--- src/rtl/mse_pkg.sv ---
// Package for the Morse symbol extractor: phase type, register map,
// configuration and result structures shared by every module.
// No dependencies.
package mse_pkg;

  localparam int unsigned CfgAddrW = 5;
  localparam int unsigned CfgDataW = 32;
  localparam int unsigned ThrW     = 8;
  localparam int unsigned ClockW   = 8;
  localparam int unsigned TotalW   = 4;
  localparam int unsigned BitsW    = 8;

  // Register indexes (byte address is four times the index).
  localparam logic [2:0] RegDitMax  = 3'd0;
  localparam logic [2:0] RegDahMin  = 3'd1;
  localparam logic [2:0] RegDahMax  = 3'd2;
  localparam logic [2:0] RegCharGap = 3'd3;
  localparam logic [2:0] RegWordGap = 3'd4;

  localparam logic [ThrW-1:0] DitMaxReset  = 8'd20;
  localparam logic [ThrW-1:0] DahMinReset  = 8'd20;
  localparam logic [ThrW-1:0] DahMaxReset  = 8'd80;
  localparam logic [ThrW-1:0] CharGapReset = 8'd40;
  localparam logic [ThrW-1:0] WordGapReset = 8'd100;

  typedef enum logic [1:0] {
    PhIdle = 2'd0,
    PhHigh = 2'd1,
    PhLow  = 2'd2,
    PhChar = 2'd3
  } phase_e;

  typedef struct packed {
    logic [ThrW-1:0] dit_max;
    logic [ThrW-1:0] dah_min;
    logic [ThrW-1:0] dah_max;
    logic [ThrW-1:0] char_gap;
    logic [ThrW-1:0] word_gap;
  } cfg_t;

  typedef struct packed {
    logic              char_done;
    logic              word_done;
    logic [TotalW-1:0] symbol_total;
    logic [BitsW-1:0]  symbol_bits;
  } result_t;

endpackage

--- src/rtl/mse_cfg.sv ---
// Configuration registers of the Morse symbol extractor behind an APB-style port.
// Depends on mse_pkg for the register map and reset values.
module mse_cfg import mse_pkg::*; (
  input  logic                clk_i,
  input  logic                rst_ni,
  input  logic                psel,
  input  logic                penable,
  input  logic                pwrite,
  input  logic [CfgAddrW-1:0] paddr,
  input  logic [CfgDataW-1:0] pwdata,
  output logic [CfgDataW-1:0] prdata,
  output logic                pready,
  output cfg_t                cfg_o
);

  cfg_t       cfg_q, cfg_d;
  logic [2:0] reg_idx;
  logic       wr_en;

  assign pready  = 1'b1;
  assign reg_idx = paddr[CfgAddrW-1:2];
  assign wr_en   = psel && penable && pwrite && pready;

  always_comb begin
    cfg_d = cfg_q;
    if (wr_en) begin
      case (reg_idx)
        RegDitMax:  cfg_d.dit_max  = pwdata[ThrW-1:0];
        RegDahMin:  cfg_d.dah_min  = pwdata[ThrW-1:0];
        RegDahMax:  cfg_d.dah_max  = pwdata[ThrW-1:0];
        RegCharGap: cfg_d.char_gap = pwdata[ThrW-1:0];
        RegWordGap: cfg_d.word_gap = pwdata[ThrW-1:0];
        default: ;
      endcase
    end
  end

  always_comb begin
    case (reg_idx)
      RegDitMax:  prdata = CfgDataW'(cfg_q.dit_max);
      RegDahMin:  prdata = CfgDataW'(cfg_q.dah_min);
      RegDahMax:  prdata = CfgDataW'(cfg_q.dah_max);
      RegCharGap: prdata = CfgDataW'(cfg_q.char_gap);
      RegWordGap: prdata = CfgDataW'(cfg_q.word_gap);
      default:    prdata = '0;
    endcase
  end

  always_ff @(posedge clk_i or negedge rst_ni) begin
    if (!rst_ni) begin
      cfg_q.dit_max  <= DitMaxReset;
      cfg_q.dah_min  <= DahMinReset;
      cfg_q.dah_max  <= DahMaxReset;
      cfg_q.char_gap <= CharGapReset;
      cfg_q.word_gap <= WordGapReset;
    end else begin
      cfg_q <= cfg_d;
    end
  end

  assign cfg_o = cfg_q;

endmodule

--- src/rtl/mse_core.sv ---
// Timing state and per-sample decode step of the Morse symbol extractor.
// Holds the phase, sample clock and symbol buffer; depends on mse_pkg.
module mse_core import mse_pkg::*; #(
  parameter int unsigned SYMBOL_SLOTS = 8
) (
  input  logic    clk_i,
  input  logic    rst_ni,
  input  logic    step_i,
  input  logic    clear_i,
  input  logic    level_i,
  input  cfg_t    cfg_i,
  output result_t result_o
);

  localparam int unsigned CntW  = $clog2(SYMBOL_SLOTS + 1);
  localparam int unsigned TotWW = (CntW > TotalW) ? CntW : TotalW;
  localparam int unsigned BitWW = (SYMBOL_SLOTS > BitsW) ? SYMBOL_SLOTS : BitsW;

  phase_e                  phase_q, phase_d;
  logic [ClockW-1:0]       clock_q, clock_d, clock_inc;
  logic [ClockW-1:0]       start_q, start_d;
  logic                    prev_q, prev_d;
  logic [CntW-1:0]         count_q, count_d;
  logic                    word_q, word_d;
  logic [SYMBOL_SLOTS-1:0] store_q, store_d;
  logic [ClockW-1:0]       elapsed;
  logic                    sym_ok, sym_dah, append;
  logic                    char_done;
  logic [SYMBOL_SLOTS-1:0] masked;
  logic [TotWW-1:0]        total_wide;
  logic [BitWW-1:0]        bits_wide;

  assign clock_inc = clock_q + ClockW'(1);
  // Both the high duration and the pause are measured from the same start mark.
  assign elapsed   = clock_inc - start_q;

  always_comb begin
    phase_d   = phase_q;
    clock_d   = clock_q;
    start_d   = start_q;
    prev_d    = prev_q;
    count_d   = count_q;
    word_d    = word_q;
    sym_ok    = 1'b0;
    sym_dah   = 1'b0;
    append    = 1'b0;
    char_done = 1'b0;
    if (clear_i) begin
      phase_d = PhIdle;
      start_d = '0;
      count_d = '0;
      word_d  = 1'b0;
    end else begin
      clock_d = clock_inc;
      prev_d  = level_i;
      if (level_i != prev_q) begin
        start_d = clock_inc;
        if (level_i) begin
          phase_d = PhHigh;
        end else begin
          phase_d = PhLow;
          if (phase_q == PhHigh) begin
            // A wrapped duration of zero is never a dit.
            if (elapsed != '0 && elapsed < cfg_i.dit_max) begin
              sym_ok = 1'b1;
            end else if (elapsed >= cfg_i.dah_min && elapsed < cfg_i.dah_max) begin
              sym_ok  = 1'b1;
              sym_dah = 1'b1;
            end else begin
              count_d = '0;
              phase_d = PhIdle;
              start_d = start_q;
            end
            // A symbol found with the buffer full is dropped.
            if (sym_ok && count_q < CntW'(SYMBOL_SLOTS)) begin
              append  = 1'b1;
              count_d = count_q + CntW'(1);
            end
          end
        end
      end else if (phase_q == PhLow || phase_q == PhChar) begin
        if (elapsed >= cfg_i.char_gap && count_q != '0) begin
          word_d    = (elapsed >= cfg_i.word_gap);
          phase_d   = PhChar;
          char_done = 1'b1;
        end
      end
    end
  end

  always_comb begin
    store_d = store_q;
    for (int i = 0; i < SYMBOL_SLOTS; i++) begin
      if (append && count_q == CntW'(i)) begin
        store_d[i] = sym_dah;
      end
    end
  end

  // Slots at or above the count read as dits so stale entries never leak out.
  always_comb begin
    for (int i = 0; i < SYMBOL_SLOTS; i++) begin
      masked[i] = store_d[i] && (CntW'(i) < count_d);
    end
  end

  assign total_wide = TotWW'(count_d);
  assign bits_wide  = BitWW'(masked);

  assign result_o.char_done    = char_done;
  assign result_o.word_done    = word_d;
  assign result_o.symbol_total = total_wide[TotalW-1:0];
  assign result_o.symbol_bits  = bits_wide[BitsW-1:0];

  always_ff @(posedge clk_i or negedge rst_ni) begin
    if (!rst_ni) begin
      phase_q <= PhIdle;
      clock_q <= '0;
      start_q <= '0;
      prev_q  <= 1'b0;
      count_q <= '0;
      word_q  <= 1'b0;
    end else if (step_i) begin
      phase_q <= phase_d;
      clock_q <= clock_d;
      start_q <= start_d;
      prev_q  <= prev_d;
      count_q <= count_d;
      word_q  <= word_d;
    end
  end

  always_ff @(posedge clk_i) begin
    if (step_i) begin
      store_q <= store_d;
    end
  end

endmodule

--- src/rtl/morse_symbol_extractor_top.sv ---
// Latency: a result is presented the cycle after its item is accepted.
// Throughput: one item per cycle; the decode step is a single registered pass
// from the timing state to the output register; input ready follows output ready.
// Reset clears the phase, sample clock, counts, word flag and output valid and
// loads the threshold registers with their defaults; the symbol buffer is not cleared.
// Top level of the Morse symbol extractor; depends on mse_pkg, mse_cfg, mse_core.
module morse_symbol_extractor_top import mse_pkg::*; #(
  parameter int unsigned SYMBOL_SLOTS = 8
) (
  input  logic                clk_i,
  input  logic                rst_ni,
  input  logic                s_axis_tvalid,
  output logic                s_axis_tready,
  input  logic [7:0]          s_axis_tdata,  // [0] key_level, [7:1] zero
  input  logic [0:0]          s_axis_tuser,  // [0] action
  output logic                m_axis_tvalid,
  input  logic                m_axis_tready,
  // [0] char_done, [1] word_done, [5:2] symbol_total, [13:6] symbol_bits, [15:14] zero
  output logic [15:0]         m_axis_tdata,
  input  logic                psel,
  input  logic                penable,
  input  logic                pwrite,
  input  logic [CfgAddrW-1:0] paddr,
  input  logic [CfgDataW-1:0] pwdata,
  output logic [CfgDataW-1:0] prdata,
  output logic                pready
);

  cfg_t    cfg;
  result_t result;
  result_t out_q;
  logic    out_valid_q;
  logic    in_accept;

  mse_cfg u_cfg (
    .clk_i   (clk_i),
    .rst_ni  (rst_ni),
    .psel    (psel),
    .penable (penable),
    .pwrite  (pwrite),
    .paddr   (paddr),
    .pwdata  (pwdata),
    .prdata  (prdata),
    .pready  (pready),
    .cfg_o   (cfg)
  );

  mse_core #(
    .SYMBOL_SLOTS (SYMBOL_SLOTS)
  ) u_core (
    .clk_i    (clk_i),
    .rst_ni   (rst_ni),
    .step_i   (in_accept),
    .clear_i  (s_axis_tuser[0]),
    .level_i  (s_axis_tdata[0]),
    .cfg_i    (cfg),
    .result_o (result)
  );

  // The output register takes a new item whenever it is empty or being drained.
  assign s_axis_tready = !out_valid_q || m_axis_tready;
  assign in_accept     = s_axis_tvalid && s_axis_tready;

  always_ff @(posedge clk_i or negedge rst_ni) begin
    if (!rst_ni) begin
      out_valid_q <= 1'b0;
    end else if (in_accept) begin
      out_valid_q <= 1'b1;
    end else if (m_axis_tready) begin
      out_valid_q <= 1'b0;
    end
  end

  always_ff @(posedge clk_i) begin
    if (in_accept) begin
      out_q <= result;
    end
  end

  assign m_axis_tvalid = out_valid_q;
  assign m_axis_tdata  = {2'b00, out_q.symbol_bits, out_q.symbol_total,
                          out_q.word_done, out_q.char_done};

`ifndef SYNTHESIS
  a_accept_gives_result: assert property (@(posedge clk_i) disable iff (!rst_ni)
    in_accept |=> out_valid_q)
    else $error("accepted item produced no result");

  a_clear_all_zero: assert property (@(posedge clk_i) disable iff (!rst_ni)
    (in_accept && s_axis_tuser[0]) |=> (out_q == '0))
    else $error("clear item gave a non-zero result");

  a_ready_when_empty: assert property (@(posedge clk_i) disable iff (!rst_ni)
    !out_valid_q |-> s_axis_tready)
    else $error("input stalled with an empty output register");
`endif

endmodule

--- config.mk ---
export PLATFORM = sky130hd
export DESIGN_NAME = morse_symbol_extractor_top
export DESIGN_NICKNAME = d
export VERILOG_FILES = /design/src/rtl/mse_pkg.sv /design/src/rtl/mse_cfg.sv /design/src/rtl/mse_core.sv /design/src/rtl/morse_symbol_extractor_top.sv
export SDC_FILE = /design/constraint.sdc
export NUM_CORES = 1
export LEC_CHECK = 0
export ABC_AREA = 1
export CORE_ASPECT_RATIO = 1.2
export CORE_MARGIN = 8
export CORE_UTILIZATION = 60
export CTS_CLUSTER_DIAMETER = 150
export DETAILED_ROUTE_END_ITERATION = 16
export DONT_BUFFER_PORTS = 1
export PLACE_DENSITY = 0.75
export RECOVER_POWER = 100
export SKIP_CTS_REPAIR_TIMING = 1
export SLEW_MARGIN = 10
export SYNTH_ARGS = -nofsm -noshare
export SYNTH_HDL_FRONTEND = slang
export SYNTH_HIERARCHICAL = 1
export SYNTH_SLANG_ARGS = --single-unit
--- constraint.sdc ---
create_clock -name clk_i -period 10.15 [get_ports clk_i]
set_clock_uncertainty 0.2 [all_clocks]
set_input_delay 1.015 -clock clk_i [delete_from_list [all_inputs] [get_ports clk_i]]
set_output_delay 1.015 -clock clk_i [all_outputs]
set_load 0.03 [all_outputs]
# After elaboration in Yosys (flattened, before gate mapping)
# Cells that the tools add are included.
# Widths: inputs -> output; s select.
# totals
elab_cells,148
input_bits,53
output_inout_bits,51
regBits,87
# op_classes
n_eq_ne,16
reduce_logical,43
addsub,3
mux,53
order_cmp,14
bitwise,2
# ops
operator,n
$mux 8,6
$pmux 8 s5,1
$mux 1,31
$mux 4,7
$ge 8x8->1,3
$logic_and 1x1->1,23
$eq 4x3->1 const B,4
$lt 3x4->1 const A,4
$lt 8x8->1,2
$mux 2,8
$reduce_and 2->1,6
$add 8x1->8 const B,1
$eq 4x2->1 const B,2
$lt 1x4->1 const A,2
$lt 2x4->1 const A,2
$reduce_bool 8->1,1
$sub 8x8->8,1
$eq 3x2->1 const B,2
$reduce_and 3->1,2
$reduce_bool 3->1,2
$ne 5x5->1 const B,1
$add 4x1->4 const B,1
$eq 2x2->1 const B,2
$eq 4x1->1 const B,1
13 further kinds,16

# Depth between registers and ports, before layout
# Gate-level depths: netlist of run 1.
# depth
depth_word,19
mapped_depth,29
ltp_nobuf,29

# Cells and area by module
# The synthesis of run 1 kept the hierarchy.
# modules_own_cells
module,seq_area_each_um2,cells_per_inst,area_each_um2,n_inst
mse_core,840.8,497,3331.9,1
mse_cfg,1014.7,285,2253.4,1
morse_symbol_extractor_top,445.4,23,484.2,1

# Least setup slack after synthesis of run 1
# No wires, ideal clock.
# synth_timing
path_type,input port to flip-flop
from,input port s_axis_tvalid
to,register u_core.start_q[7]
path_buffers,1
setup_ns,0.076
t_required_ns,9.874
arrival_time_ns,3.770
path_stages,7
slack_ns,6.103
cell_sequence,inv_1 -> a21oi_1 -> clkinv_1 -> nor2_1 -> buf_1 -> nand3_1 -> o21ai_1
# synth_between
elab_chain_cells,2
# synth_rtl
element,line,source
"start, declared",morse_symbol_extractor_top.sv:12,"input logic s_axis_tvalid,"
$logic_and 1x1->1,morse_symbol_extractor_top.sv:62,assign in_accept = s_axis_tvalid && s_axis_tready;
via in_accept,morse_symbol_extractor_top.sv:33,logic in_accept;
$reduce_and 3->1 (no line),-,
"end signal, assigned",mse_core.sv:126,start_q <= start_d;
"end, declared",mse_core.sv:21,"logic [ClockW-1:0] start_q, start_d;"
# The timed path passes the listed nets, and every way through them passes these cells.
# A chain may end at the register's enable or synchronous reset.

==> out/qor.yml, run 1 <==
power_and_ir_drop:
  vdd_drop_max_mv: 0.203
  leakagePower_nw: 3.19
  p_per_area_nw_per_um2: 322
  power_mw: 1.99
clocking:
  ctsRootBufferMaster: "clkbuf_16"
  clk_latency_ps: 340
  clk_path_buf_depth: 2
  numCtsBuffers: 9
  cts_tree: "yes"
  cts.sinks: 87
  h-tree-depth: 3
  path_clk_slew_ps: 70
floorplan:
  fp.dieW_microns: 108
  die_area_sq_um: 13600
  row_count: 40
  ios: 104
  core_area_sq_um: 9910
  start_util_pct: 61.2
  die_h_microns: 126
worst_setup_path:
  slowest_delay_ps: 650
  cp_cell_sequence: "inv_1 > nor2_1 > nand2_1 > nand2_1 > inv_1 > ha_1 > nand2_1 > inv_1 > a21oi_1 > xnor2_1 > ha_1 > nand2_1 > nand3_1 > nand2_1 > nand2_1 > a21oi_1 > nand2_1 > nand2_4 > nand2_1 > nor2_1 > nand2_1 > nand2_1 > o21ai_0 > and2_0"
  worstPathMaxFanout: 8
  required_ps: 10050
  path_common_cell: "nand2_1"
  critPathTopFamily: "simple AND/OR/NAND/NOR gates"
  path_buf_inv: 3
  critical_path.endpoint_type: "flop"
  start_kind: "flop"
  critPathKind: "reg2reg"
  arrival_ps: 4730
  crit_slowest_cell: "xnor2_1"
yosys:
  seq_area_frac_synth_pct: 37.9
  synth_top_family_by_area: "simple AND/OR/NAND/NOR gates"
  yosysWarnings: 6
  synth_seq_cells: 87
  muxShareOfSynthArea_pct: 0
  synth_area_per_cell_sq_um: 7.54
  synthSimpleGateAreaFrac_pct: 31.3
  syn_area_sq_um: 6070
  synthCells: 805
  synth_top_area_share_pct: 22.3
  yosysTopAreaCell: "dfrtp_1"
  synthAdderAreaFrac_pct: 7.96
  synth_compound_area_share_pct: 9.85
  synth_xor_area_share_pct: 0.866
  ys_top_cells_by_area: "dfrtp_1 22%, nand2_1 15%, edfxtp_1 11%"
  synth_cell_types: 47
global_routing:
  grt_overflow_total: 0
  grt_max_degree: 66
  antenna_found_initial: 0
  grt_pass1_wl_microns: 23500
  grt_use_total_pct: 21.4
  first_global_vias: 4925
detailed_routing:
  vias: 5066
  drt_drc_violations_left: 0
  wirelength_microns: 14100
  vias_per_cell: 5.46
  wl_per_cell_microns: 15.2
  drt_first_pass_iters: 5
  postRouteAntennaNets: 0
  dr.first_iter.drc_count: 263
cells_and_area:
  num-nets-final: 888
  layout-drive-gt1-share_pct: 6.86
  n_fill_cell: 898
  fin_cells: 928
  area_growth_pct: 1.71
  multiInputGateArea_sq_um: 3000
  regArea_sq_um: 2300
  fin_area_sq_um: 6170
  diodes: 0
worst_hold_path:
  hold_class: "in2async"
timing:
  setup_viol: 0
  slew_viol_final: 0
  slew_headroom_pct: 0.994
  hold_viol: 0
  whs_ps: 161
  worst_pin_slew_ps: 1480
  period_share_pct: 47.6
  finalSetupTns_ps: 0
  grt_setup_unrepaired: "no"
  fmax_ghz: 0.207
  fin_crit_ps: 4830
placed_design:
  placed_area_sq_um: 6030
  placed_cells: 912
  port_buffers: 0
  gp_congestion: 0.891
  hpwl_microns: 10600
status:
  run_status: "complete, but fails checks"
  failed_checks: "capacitance limit"
job:
  maxCapViolCount: 1
[final cells by class]
cell class                 count  share of cell area [%]
timing repair buffer           1                  0.0608
clock inverter                 7                   0.892
tap                          126                    2.55
sequential                    87                    37.3
inverter                     114                    6.97
multi-input combinational    584                    48.6
clock buffer                   9                    3.65
[report_power, final]
group / switching, mW / internal (mW) / leakage, nW
Clock: 0.145 / 0.168 / 0.134
Combinational: 0.764 / 0.423 / 2.02
Sequential: 0.0603 / 0.428 / 1.03
Total: 0.969 / 1.02 / 3.19
[worst paths after layout]
path	slack (ps)	cells after the start	start	end
max in group asynchronous	9400	0	rst_ni	u_cfg/cfg_o[36]
setup / recovery	5320	24	u_core/clock_q[0]	m_axis_tdata[9]
hold reg to reg	280	2	u_core/start_q[3]	u_core/start_q[3]
min in group clk_i	280	2	u_core/start_q[3]	u_core/start_q[3]
setup reg to reg	5320	24	u_core/clock_q[0]	m_axis_tdata[9]
hold / removal	160	0	rst_ni	u_cfg/cfg_o[9]
[layout by cell type (no fill, tap or decap), types with 2 or more instances in the layout]
| cell | netlist | layout |
|---|---|---|
| a21boi_0 | 2 | 2 |
| a21oi_1 | 14 | 15 |
| clkbuf_16 | 0 | 9 |
| clkinv_1 | 1 | 2 |
| clkinv_4 | 0 | 2 |
| conb_1 | 3 | 27 |
| dfrtp_1 | 54 | 54 |
| dfstp_2 | 11 | 11 |
| edfxtp_1 | 22 | 22 |
| ha_1 | 37 | 37 |
| inv_1 | 108 | 110 |
| inv_2 | 4 | 2 |
| inv_6 | 0 | 3 |
| nand2_1 | 248 | 252 |
| nand2_2 | 13 | 10 |
| nand2_4 | 4 | 3 |
| nand3_1 | 59 | 60 |
| nand3_2 | 6 | 5 |
| nand3_4 | 2 | 2 |
| nand4_1 | 17 | 17 |
| nor2_1 | 40 | 48 |
| nor3_1 | 3 | 3 |
| nor4_1 | 2 | 2 |
| o21ai_0 | 49 | 60 |
| o21ai_1 | 20 | 15 |
| o21bai_1 | 3 | 3 |
| o31ai_1 | 3 | 3 |
| or2_2 | 2 | 2 |
| xor2_1 | 5 | 5 |
[synthesized netlist by cell type, drive strengths merged]
cell type    n
nor4         2
or2          3
nand3b       1
a21boi       2
o21ai       76
nor3         3
nand3       67
a311oi       1
nand2      265
fa           1
a21oi       16
edfxtp      22
buf         37
nor3b        1
inv        113
dfstp       11
conb         3
and2         1
ha          37
o31ai        3
dfrtp       54
a2bb2oi      1
clkinv       1
and3         1
nand4       17
xor2         5
o21bai       4
nor2        49
xnor2        1
clkbuf       7
[worst reg2reg max path, stage by stage, from the launching register on]
cell     delay, ps
dfrtp_1        440
inv_1          110
nor2_1         280
nand2_1         90
nand2_1        100
inv_1           50
ha_1           350
nand2_1         70
inv_1           80
a21oi_1         80
xnor2_1        650
ha_1           370
nand2_1         70
nand3_1         70
nand2_1         70
nand2_1         60
a21oi_1        130
nand2_1        190
nand2_4        100
nand2_1         70
nor2_1         440
nand2_1        150
nand2_1         90
o21ai_0        100
and2_0         160
[routing by layer]
layer  GRT usage (%)  share of wire (%)  wire, microns
met5               0                  0              0
met4            10.4                3.1            431
met3            5.77                6.5            918
met2            37.7                 52           7390
met1            23.0                 38           5340
[sequential cells by signal (all words and copies together) (netlist names)]
register        cells
u_cfg/cfg_o        40
u_core/prev_q       1
u_core/store_q      8
u_core/word_q       1
u_core/start_q      8
u_core/count_q      4
u_core/phase_q      2
m_axis_tdata       14
u_core/clock_q      8
m_axis_tvalid       1
[metrics by stage]
stage | worst slack [ps] | util (%)
floorplan | 6100 | -
global placement | 6040 | 60.9
detailed placement | 5960 | 60.9
CTS | 5940 | 63.7
global route | 4870 | 62.3
finish | 5320 | 62.3
[cells by family after synthesis]
family,after synthesis
buffers and inverters,158
other,3
and+or+nand+nor,410
adders and majority gates,38
AOI/OAI and AO/OA,103
DFF,87
xor gates and xnor gates,6
No activity file was read; power rests on OpenSTA's default activity.
==> inputs of run 2 (changes only) <==
--- a/config.mk
+++ b/config.mk
@@ -8,11 +8,11 @@
 export ABC_AREA = 1
 export CORE_ASPECT_RATIO = 1.2
 export CORE_MARGIN = 8
-export CORE_UTILIZATION = 60
+export CORE_UTILIZATION = 59
 export CTS_CLUSTER_DIAMETER = 150
 export DETAILED_ROUTE_END_ITERATION = 16
 export DONT_BUFFER_PORTS = 1
-export PLACE_DENSITY = 0.75
+export PLACE_DENSITY = 0.77
 export RECOVER_POWER = 100
 export SKIP_CTS_REPAIR_TIMING = 1
 export SLEW_MARGIN = 10
==> constraint.sdc (replaced) <==
create_clock -name clk_i -period 4.1 [get_ports clk_i]
set_clock_uncertainty 0.2 [all_clocks]
set_input_delay 0.41 -clock clk_i [delete_from_list [all_inputs] [get_ports clk_i]]
set_output_delay 0.41 -clock clk_i [all_outputs]
set_load 0.03 [all_outputs]
==> run 2 against run 1 <==
Compared with the run above: the run ends with hold timing, capacitance limit, slew limit left; cell count up 1.6%; utilization increased by 2.9 points; combinational power grew to 2.8 times the previous value; via count up 3.6%; sequential cell count unchanged; routed wire length grew 6.1%; critical path type unchanged; non-clock buffer count rose by 15; global-route usage grew 0.34 points; critical path depth stayed put; power rose to 2.7 times the previous value; clock-buffer cell count is the same; clock power grew to 2.7 times the previous value.
==> out/qor.yml, run 2 (same netlist as run 1, synthesis figures left out) <==
floorplan:
  row_count: 40  # unchanged
  die_h_microns: 127  # +0.74%
  ios: 104  # unchanged
  die_area_sq_um: 13800  # +1.5%
  start_util_pct: 60.6  # -0.61 points
  fp.dieW_microns: 109  # +0.72%
  core_area_sq_um: 10000  # +1.0%
power_and_ir_drop:
  power_mw: 5.35  # +170%
  leakagePower_nw: 3.30  # +3.5%
  p_per_area_nw_per_um2: 821  # +150%
  vdd_drop_max_mv: 0.413  # +100%
clocking:
  cts_tree: "yes"
  numCtsBuffers: 9  # unchanged
  ctsRootBufferMaster: "clkbuf_16"
  clk_path_buf_depth: 2  # unchanged
  cts.sinks: 87  # unchanged
  clk_latency_ps: 350  # about the same
  path_clk_slew_ps: 70  # about the same
  h-tree-depth: 3  # unchanged
worst_setup_path:
  critPathKind: "reg2reg"
  cp_cell_sequence: "inv_1 > nor2_4 > nand2_1 > nand2_1 > inv_1 > ha_4 > nand2_1 > inv_1 > a21oi_1 > xnor2_2 > ha_1 > nand2_1 > nand3_1 > nand2_1 > nand2_1 > a21oi_2 > nand2_2 > nand2_4 > nand2_4 > nor2_8 > nand2_2 > nand2_1 > o21ai_2 > and2_1"
  slowest_delay_ps: 420  # -230 ps
  critPathTopFamily: "simple AND/OR/NAND/NOR gates"
  critical_path.endpoint_type: "flop"
  path_buf_inv: 3  # unchanged
  worstPathMaxFanout: 8  # unchanged
  arrival_ps: 3740  # -990 ps
  path_common_cell: "nand2_1"
  start_kind: "flop"
  required_ps: 4000  # -6050 ps
  crit_slowest_cell: "dfrtp_1"
placed_design:
  placed_cells: 914  # +0.22%
  port_buffers: 0  # unchanged
  hpwl_microns: 10800  # +2.6%
  gp_congestion: 0.897  # +0.66%
  placed_area_sq_um: 6050  # +0.25%
timing:
  whs_ps: -19.7  # -181 ps
  worst_pin_slew_ps: 1650  # +164 ps
  slew_headroom_pct: -9.67  # -11 points
  fin_crit_ps: 3840  # -992 ps
  setup_viol: 0  # unchanged
  fmax_ghz: 0.260  # +26%
  slew_viol_final: 66  # +66
  hold_viol: 3  # +3
  period_share_pct: 93.7  # +46 points
  finalSetupTns_ps: 0  # unchanged
global_routing:
  grt_overflow_total: 0  # unchanged
  grt_max_degree: 66  # unchanged
  first_global_vias: 5204  # +5.7%
  antenna_found_initial: 0  # unchanged
  grt_use_total_pct: 21.8  # +0.34 points
  grt_pass1_wl_microns: 24200  # +2.9%
status:
  failed_checks: "hold timing, capacitance limit, slew limit"
  run_status: "complete, but fails checks"
detailed_routing:
  postRouteAntennaNets: 0  # unchanged
  vias: 5246  # +3.6%
  vias_per_cell: 5.56  # +1.9%
  drt_first_pass_iters: 5  # unchanged
  drt_drc_violations_left: 0  # unchanged
  wl_per_cell_microns: 15.8  # +4.4%
  wirelength_microns: 14900  # +6.1%
  dr.first_iter.drc_count: 325  # +24%
cells_and_area:
  fin_area_sq_um: 6520  # +5.7%
  diodes: 0  # unchanged
  regArea_sq_um: 2300  # about the same
  multiInputGateArea_sq_um: 3190  # +6.2%
  n_fill_cell: 873  # -2.8%
  layout_commonest_cell: "nand2_1"
  area_growth_pct: 7.48
  final_cell_mix: "247 x nand2_1, 109 x inv_1, 58 x nand3_1"
  largest_register_ffs: 40  # unchanged
  layout-drive-gt1-share_pct: 11.1  # +4.3 points
  num-nets-final: 903  # +1.7%
  fin_cells: 943  # +1.6%
worst_hold_path:
  hold_class: "in2reg"
job:
  maxCapViolCount: 2  # +1
run 2: changes by cell type in the layout (fill, tap and decap cells not counted), sizes merged:
| cell | previous run | this run |
|---|---|---|
| dlygate4sd3 | 0 | 10 |
| buf | 0 | 5 |
| bufinv | 0 | 1 |
| clkinvlp | 1 | 0 |
run 2: through the flow:
| step | util (%) | setup WS (ps) |
|---|---|---|
| final | 65.2 | 260 |
| after global routing | 65.2 | -3.87 |
| after CTS | 63.5 | -56.5 |
| after detailed placement | 60.4 | -17.3 |
| after global placement | 60.4 | 59.9 |
| after floorplan | - | 521 |
run 2: area by class of cell:
class	count	area share [%]
clock buffers	9	3.45
clock inverters	7	1.23
inverters	114	6.60
multi-input cells	584	48.8
flip-flops and latches	87	35.3
well taps	126	2.42
repair buffers	16	2.19
run 2: layer usage:
layer	vias to the layer above	track usage, %	wire (microns)
li1	2543	-	-
met1	2493	23.3	5490
met2	166	38.1	7980
met3	44	6.14	931
met4	0	10.8	526
met5	-	0	0
run 2: final timing paths:
path | start | to | slack, ps | depth (start not counted)
max in group asynchronous | rst_ni | u_core/clock_q[2] | 1770 | 2
hold reg to reg | u_core/start_q[4] | u_core/start_q[4] | 280 | 2
min in group asynchronous | rst_ni | u_cfg/cfg_o[31] | 860 | 2
setup reg to reg | u_core/clock_q[0] | m_axis_tdata[9] | 260 | 24
setup / recovery | u_core/clock_q[0] | m_axis_tdata[9] | 260 | 24
hold / removal | pwdata[6] | u_cfg/cfg_o[38] | -20 | 2
run 2: power breakdown:
part           internal, mW  switching, mW
sequential             1.06          0.157
clock                 0.481          0.365
combinational          1.25           2.04
==> inputs of run 3 (changes only) <==
==> constraint.sdc (replaced) <==
create_clock -name clk_i -period 3.1 [get_ports clk_i]
set_clock_uncertainty 0.2 [all_clocks]
set_input_delay 0.155 -clock clk_i [delete_from_list [all_inputs] [get_ports clk_i]]
set_output_delay 0.155 -clock clk_i [all_outputs]
set_load 0.03 [all_outputs]
==> run 3 against run 2 <==
Compared with the run above: the flow finishes with violations (hold timing, capacitance limit, slew limit, setup timing); via count is 9.8% higher; global-route usage up 0.40 points; worst hold slack got worse by 180 ps; critical path type unchanged.
==> out/qor.yml, run 3 (same netlist as run 1, synthesis figures left out) <==
timing:
  fmax_ghz: 0.261  # +0.21%
  slew_headroom_pct: -9.59  # +0.080 points
  period_share_pct: 124  # +30 points
  fin_crit_ps: 3830  # -8.03 ps
  setup_slack_ps: -732  # -992 ps
  worst_pin_slew_ps: 1640  # -1.20 ps
  setup_viol: 44  # +44
  whs_ps: -197  # -177 ps
  grt_setup_unrepaired: "yes"
  slew_viol_final: 66  # unchanged
  hold_viol: 10  # +7
floorplan:
  core_area_sq_um: 10000  # unchanged
  ios: 104  # unchanged
  die_h_microns: 127  # unchanged
  start_util_pct: 60.6  # unchanged
  die_area_sq_um: 13800  # unchanged
  row_count: 40  # unchanged
  fp.dieW_microns: 109  # unchanged
worst_setup_path:
  start_kind: "flop"
  required_ps: 3110  # -890 ps
  critPathKind: "reg2reg"
  critical_path.endpoint_type: "flop"
  worstPathMaxFanout: 8  # unchanged
  arrival_ps: 3840  # +100 ps
  rr_startpoint: "u_core/clock_q[1]"
  setup.worst_path.start: "u_core/clock_q[1]"
detailed_routing:
  wirelength_microns: 17500  # +17%
  drt_first_pass_iters: 6  # +1
  wl_per_cell_microns: 17.2  # +8.9%
  dr.first_iter.drc_count: 342  # +5.2%
  drt_drc_violations_left: 0  # unchanged
  postRouteAntennaNets: 0  # unchanged
  vias: 5758  # +9.8%
  vias_per_cell: 5.69  # +2.3%
global_routing:
  grt_overflow_total: 0  # unchanged
  grt_pass1_wl_microns: 24600  # +1.9%
  first_global_vias: 5152  # -1.0%
  grt_max_degree: 66  # unchanged
  grt_use_total_pct: 22.2  # +0.40 points
  antenna_found_initial: 0  # unchanged
clocking:
  clk_path_buf_depth: 2  # unchanged
  cts.sinks: 87  # unchanged
  clk_latency_ps: 340  # about the same
  cts_tree: "yes"
  numCtsBuffers: 9  # unchanged
  path_clk_slew_ps: 60  # about the same
  h-tree-depth: 3  # unchanged
  ctsRootBufferMaster: "clkbuf_16"
power_and_ir_drop:
  leakagePower_nw: 3.70  # +12%
  power_mw: 8.96  # +67%
  p_per_area_nw_per_um2: 1210  # +48%
  vdd_drop_max_mv: 0.623  # +51%
cells_and_area:
  final_cell_mix: "225 x nand2_1, 96 x inv_1, 57 x buf_4"
  num-nets-final: 972  # +7.6%
  layout_commonest_cell: "nand2_1"
  area_growth_pct: 21.8
  largest_register_ffs: 40  # unchanged
  diodes: 0  # unchanged
  fin_area_sq_um: 7390  # +13%
  layout-drive-gt1-share_pct: 23.8  # +13 points
  fin_cells: 1012  # +7.3%
placed_design:
  placed_area_sq_um: 6490  # +7.3%
  hpwl_microns: 11300  # +4.0%
  port_buffers: 0  # unchanged
  placed_cells: 961  # +5.1%
  gp_congestion: 0.902  # +0.64%
status:
  failed_checks: "hold timing, capacitance limit, slew limit, setup timing"
  run_status: "complete, but fails checks"
job:
  maxCapViolCount: 1  # -1
worst_hold_path:
  hold_start: "s_axis_tuser"
  hold_class: "in2reg"
[run 3: changes by cell type in the layout (fill, tap and decap cells not counted), moves of 8 or more]
cell / before / now
buf_6: 0 / 8
inv_1: 109 / 96
o21ai_0: 50 / 38
inv_2: 3 / 13
buf_4: 5 / 57
nand2_1: 247 / 225
nand2_2: 14 / 31
nand3_1: 58 / 50
[run 3: path summary, 6_finish.rpt]
kind	to	slack (ps)	cells past startpoint
setup / recovery	m_axis_tdata[9]	-730	23
hold / removal	m_axis_tdata[0]	-200	1
setup reg to reg	m_axis_tdata[9]	-730	23
hold reg to reg	u_core/word_q	290	2
max in group asynchronous	u_core/clock_q[2]	1060	2
min in group asynchronous	u_core/start_q[0]	580	2
[run 3: per-stage QoR]
stage | worst slack, ps | utilization [%] | TNS, ps
finish | -732 | 73.9 | -22690
CTS | -650 | 68.0 | -19440
global route | -825 | 73.9 | -28110
detailed placement | -633 | 64.8 | -18890
floorplan | -395 | - | -7290
global placement | -525 | 64.8 | -14540
[run 3: layout make-up]
| class | instances | area, sq um |
|---|---|---|
| clock inverter | 6 | 85.1 |
| sequential | 87 | 2300 |
| multi-input combinational | 584 | 3480 |
| tap | 126 | 158 |
| clock buffer | 10 | 229 |
| timing repair buffer | 85 | 701 |
| inverter | 114 | 438 |
| fill | 733 | 2620 |
[run 3: metal layers]
layer	vias up	wire [microns]	global-route usage (%)
met4	0	817	10.6
li1	2689	-	-
met2	252	9260	39.7
met5	-	0	0
met1	2740	6470	24.2
met3	77	909	4.63
[run 3: where the power goes]
group | switching [mW] | internal, mW | total, mW | leakage (nW)
clock network | 0.445 | 0.703 | 1.15 | 0.150
logic | 3.53 | 2.67 | 6.19 | 2.52
registers | 0.214 | 1.40 | 1.62 | 1.03
total | 4.18 | 4.77 | 8.96 | 3.70
[run 3: critical path, cell delays in order, from the launching register on]
cell and delay [ps]:
dfrtp_1 400, buf_6 130, ha_4 170, xor2_4 160
ha_4 310, buf_4 120, xor2_1 190, inv_2 110
ha_1 280, nand2_1 60, o21ai_1 70, nand2_1 80
nand3_1 90, nand2_1 110, nand2_2 70, a21oi_2 140
nand2_2 110, nand2_4 110, nand2_4 70, nor2_8 220
nand2_4 80, buf_6 120, o21ai_2 140, and2_1 140
